## src/design/ocr_pkg.sv

```systemverilog
`timescale 1ns / 1ps
package ocr_pkg;

    localparam int COORD_BITS = 24;
    localparam int ID_BITS    = 32;
    localparam int SNAP_BITS  = 8;
    localparam int SW         = COORD_BITS + 2;
    localparam int LATENCY    = 4 + COORD_BITS + 5;
    localparam logic [SNAP_BITS-1:0] SNAP_RESET = 8'd15;

    typedef logic [COORD_BITS-1:0]         coord_t;
    typedef logic signed [SW-1:0]          scoord_t;
    typedef logic [2*COORD_BITS-1:0]       prod_t;

    typedef struct packed {
        logic [ID_BITS-1:0] query_id;
        logic               query_reverse;
        coord_t             query_length;
        coord_t             query_ovl_start;
        coord_t             query_ovl_stop;
        coord_t             target_ovl_start;
        coord_t             target_ovl_stop;
        logic               query_clear_empty;
        coord_t             query_clear_left;
        coord_t             query_clear_right;
        coord_t             target_clear_left;
        coord_t             target_clear_right;
    } ovl_in_t;

    typedef struct packed {
        logic               keep;
        logic [ID_BITS-1:0] out_query_id;
        coord_t             adj_target_start;
        coord_t             adj_target_stop;
        coord_t             adj_query_start;
        coord_t             adj_query_stop;
    } ovl_out_t;

endpackage

```

## src/design/ocr_div.sv

```systemverilog
`timescale 1ns / 1ps
module ocr_div (
    input  logic           clk,
    input  ocr_pkg::prod_t  num,
    input  ocr_pkg::coord_t den,
    output ocr_pkg::coord_t quo,
    output ocr_pkg::coord_t rem
);
    import ocr_pkg::*;

    // Restoring division, one quotient bit per stage. The upper half of num
    // must be below den, which holds for every kept record.
    coord_t rem_reg [COORD_BITS];
    coord_t lo_reg  [COORD_BITS];
    coord_t quo_reg [COORD_BITS];
    coord_t den_reg [COORD_BITS];

    coord_t rem_d [COORD_BITS];
    coord_t lo_d  [COORD_BITS];
    coord_t quo_d [COORD_BITS];
    coord_t den_d [COORD_BITS];

    genvar k;
    generate
        for (k = 0; k < COORD_BITS; k++)
        begin : g_step
            logic [COORD_BITS:0] trial;
            logic [COORD_BITS:0] diff;
            logic                ge;
            coord_t              rem_next;

            if (k == 0)
            begin : g_first
                assign rem_d[k] = num[2*COORD_BITS-1:COORD_BITS];
                assign lo_d[k]  = num[COORD_BITS-1:0];
                assign quo_d[k] = '0;
                assign den_d[k] = den;
            end
            else
            begin : g_next
                assign rem_d[k] = rem_reg[k-1];
                assign lo_d[k]  = lo_reg[k-1];
                assign quo_d[k] = quo_reg[k-1];
                assign den_d[k] = den_reg[k-1];
            end

            assign trial    = {rem_d[k], lo_d[k][COORD_BITS-1]};
            assign diff     = trial - {1'b0, den_d[k]};
            assign ge       = trial >= {1'b0, den_d[k]};
            assign rem_next = ge ? diff[COORD_BITS-1:0] : trial[COORD_BITS-1:0];

            always_ff @(posedge clk)
            begin
                rem_reg[k] <= rem_next;
                lo_reg[k]  <= {lo_d[k][COORD_BITS-2:0], 1'b0};
                quo_reg[k] <= {quo_d[k][COORD_BITS-2:0], ge};
                den_reg[k] <= den_d[k];
            end
        end
    endgenerate

    assign quo = quo_reg[COORD_BITS-1];
    assign rem = rem_reg[COORD_BITS-1];

endmodule

```

## config.mk

```make
export PLATFORM = sky130hd
export DESIGN_NAME = ocr_div
export DESIGN_NICKNAME = d
export VERILOG_FILES = /design/src/design/ocr_pkg.sv /design/src/design/ocr_div.sv
export SDC_FILE = /design/constraint.sdc
export NUM_CORES = 2
export LEC_CHECK = 0
export ABC_AREA = 1
export BUFFER_PORTS_ARGS = -buffer_cell sky130_fd_sc_hd__buf_2
export CELL_PAD_IN_SITES_DETAIL_PLACEMENT = 1
export CELL_PAD_IN_SITES_GLOBAL_PLACEMENT = 2
export CORE_MARGIN = 2
export CORE_UTILIZATION = 36
export DETAILED_ROUTE_END_ITERATION = 6
export HOLD_SLACK_MARGIN = 0.08
export PLACE_DENSITY = 0.79
export REMOVE_ABC_BUFFERS = 1
export SYNTH_ARGS = -nofsm -noshare
export SYNTH_HDL_FRONTEND = slang
export SYNTH_SLANG_ARGS = --single-unit
```

## constraint.sdc

```tcl
create_clock -name clk -period 2.06 [get_ports clk]
set_input_delay 0.103 -clock clk [delete_from_list [all_inputs] [get_ports clk]]
set_output_delay 0.103 -clock clk [all_outputs]
set_load 0.02 [all_outputs]
```

==> results_dict.tcl <==
set metrics [dict create \
    timing_max_transition_violations_final 0 \
    fin_clk_skew_ns 0.0722 \
    crit_required_ns 2.88 \
    highest_count_cells_in_the_layout_ignoring_fill_and_taps "4739 x sky130_fd_sc_hd__nand2_1, 2627 x sky130_fd_sc_hd__inv_1, 1692 x sky130_fd_sc_hd__buf_4, 1274 x sky130_fd_sc_hd__dfxtp_1, 717 x sky130_fd_sc_hd__nand4_1" \
    vias 90000 \
    post_synth_main_area_contributors "sky130_fd_sc_hd__dfxtp_1 38%, sky130_fd_sc_hd__nand2_1 22%, sky130_fd_sc_hd__inv_1 11%, sky130_fd_sc_hd__ha_1 8.0%, sky130_fd_sc_hd__nand4_1 5.0%" \
    cts_made_buffers 191 \
    antenna_found_initial 10 \
    holdCritPathClass "in2reg" \
    post_synth_xor_area_fraction 0.0252 \
    maximum_number_of_pins_on_one_net_before_global_route_repair 26 \
    drt-pass1-iter-count 5 \
    max_slew.worst_pin.slew_ns 0.432 \
    maxSlewHeadroom 0.711 \
    fin_nets 16100 \
    grt_first_pass_wirelength_mm 516 \
    rows 183 \
    synth_compound_gate_area_share 0.0200 \
    layout-drive-gt1-share 0.284 \
    setup.worst_path.end_class "flop" \
    post_synth_fa_ha_maj_area_fraction 0.0858 \
    largest_register_ff_count 576 \
    total_of_endpoints_with_negative_setup_slack_in_the_final_report 0 \
    stdcell_count 19000 \
    worst-endpoint-arrival_ns 2.87 \
    ir_drop_uv 933 \
    post-place-ws_ns -0.323 \
    post_synth_and_or_nand_nor_area_fraction 0.358 \
    timing.reg2reg.worst_path_depth 9 \
    cts.sink_count 1704 \
    post-place-cells 18200 \
    post-route-worst-setup-slack_ns 0.0143 \
    outcome "completed" \
    ctsLongestPathBuffers 3 \
    final.period_utilization 0.993 \
    crit_path_frequent_cell "sky130_fd_sc_hd__nand2_1" \
    grt_pass1_vias 92900 \
    cp_slowest_stage_delay_ns 0.39 \
    yosys.area.top_type "sky130_fd_sc_hd__dfxtp_1" \
    post-dp-hpwl_mm 272 \
    die_height_microns 503 \
    antenna_violation_net_count_after_detailed_routing 0 \
    maxClockFrequency_mhz 489 \
    grt_setup_unrepaired "yes" \
    clk_transition_reported_paths_ns 0.06 \
    num_io_pins 121 \
    routed_len_inst_microns 18.4 \
    drt_iter0_markers 4448 \
    worstPathCellList "ha_2 -> buf_4 -> nand2_1 -> nor2_2 -> nand4_4 -> nand3_4 -> clkbuf_16 -> nand2_1 -> nand2_1" \
    postSynthAreaPerCell_sq_um 6.74 \
    fillers 31000 \
    h-tree-depth 4 \
    synth.yosys.warnings 0 \
    final_period_minus_worst_setup_slack_ns 2.05 \
    postRouteWirelength_mm 349 \
    netlist_area_sq_mm 0.0896 \
    floorplan.initialDensity 0.361 \
    power.density_cell_area_mw_per_mm2 1660 \
    grt.overflow.total 0 \
    layout_commonest_cell "sky130_fd_sc_hd__nand2_1" \
    design.core.area_sq_mm 0.248 \
    yosysSeqAreaShare 0.381 \
    postPlaceCellArea_sq_mm 0.106 \
    clock-root-buffer "sky130_fd_sc_hd__clkbuf_16" \
    minimum_setup_slack_among_reg_to_reg_paths_ns 0.01 \
    critical_path.startpoint_type "flop" \
    post_synth_num_cell_types 36 \
    clock_insertion_delay_worst_skew_ns 0.90 \
    ys_seq_elements 1704 \
    die-area_sq_mm 0.253 \
    synth.top_cell.area_share 0.381 \
    design_area_sq_mm 0.127 \
    syn-instance-count 13300 \
    power.total_w 0.211 \
    numPortBuffers 120 \
    final_core_utilization 0.512 \
    holdPathStages 6 \
    gpl.final_weighted_congestion 0.912 \
    drt-vias-per-instance 4.75 \
    yosys-mux-area-fraction 0 \
    main_combinational_cell_family_by_area_after_synthesis "simple AND/OR/NAND/NOR gates" \
    die_width_microns 503 \
    area_growth_syn_to_layout_pct 41.9 \
    finalHoldViolations 0 \
    cts_tree "yes" \
    cp_max_fo 7 \
    grtUsageTotal 0.258 \
    setup.worst_path.class "reg2reg" \
    total_leakage_power_nw 68.0 \
    drcViolationCount 0 \
    max-cap-violations 0 \
    critical-path-slowest-cell "sky130_fd_sc_hd__ha_2" \
]
-- cell families (layout without fill, tap and decap cells) --
kind of cell | after synthesis | count (layout)
xor+xnor | 258 | 258
compound gates | 292 | 292
simple gates | 7487 | 7492
fa+ha+maj | 600 | 600
flops | 1704 | 1704
other cells | 0 | 5
buf+inv | 2963 | 5271
-- critical path: cells and delay by family (launching register included) --
kind	cells	cell delay (ns)
adder cells (fa/ha/maj)	1	0.39
buffers and inverters	2	0.33
flip-flops	1	0.35
AND/OR/NAND/NOR	6	0.88
-- repair_timing --
item                       4_1_cts  5_1_grt
buffers inserted                24      148
cloned                           8       42
setup endpoints to repair      532      563
pin swaps                       62      291
hold buffers                   143        0
hold endpoints to repair        72        0
resized for setup              546     1767
-- layout make-up --
| cell class | instances | area, sq um | share of cell area |
|---|---|---|---|
| antenna | 5 | 12.5 | 0.0000984 |
| clock buffer | 260 | 5370 | 0.0422 |
| tap | 3330 | 4170 | 0.0328 |
| timing repair buffer | 2141 | 17900 | 0.141 |
| sequential | 1704 | 34800 | 0.274 |
| multi-input combinational | 8642 | 53100 | 0.418 |
| clock inverter | 99 | 1430 | 0.0113 |
| inverter | 2771 | 10400 | 0.0818 |
-- per-stage QoR --
stage,hold WS (ns),TNS [ns]
6_report,0.226,0
5_1_grt,0.241,-5.17
4_1_cts,0.157,-0.0261
3_5_place_dp,0.207,-69.45
3_3_place_gp,0.206,-48.19
2_1_floorplan,0.131,-27.05
-- routing by layer --
layer | track usage | up-vias | part of all wire | wire length (microns)
met5 | 0 | - | 0 | 0
met4 | 0.0619 | 0 | 0.024 | 8240
met3 | 0.0234 | 444 | 0.031 | 10900
met2 | 0.452 | 1382 | 0.49 | 170000
met1 | 0.340 | 43300 | 0.46 | 160000
li1 | - | 44900 | - | -
-- power breakdown --
group	internal (W)	total (W)	switching, W
sequential	0.0433	0.0525	0.00919
clock	0.0209	0.0360	0.0151
combinational	0.0535	0.123	0.0692
total	0.118	0.211	0.0935
-- worst paths after layout --
| check | from | end |
|---|---|---|
| worst max-delay path | rem_reg[15][2] | rem_reg[16][2] |
| worst min-delay path | den[1] | rem_reg[0][1] |
| worst max register to register | rem_reg[15][2] | rem_reg[16][2] |
| worst min register to register | quo_reg[16][3] | quo_reg[17][4] |
-- cell usage after synthesis (all sizes together) --
master  number
o21ai        3
a21oi      265
dfxtp     1704
nand3b      35
nor4         1
inv       2769
ha         576
buf        166
and2        13
o21a        24
clkinv       2
xor2       231
nand2     5234
clkbuf      26
nand4      732
nand3      665
fa          24
or2          2
xnor2       27
nor3        91
nor2       714
Note: power is estimated with default switching activity, not from simulation.
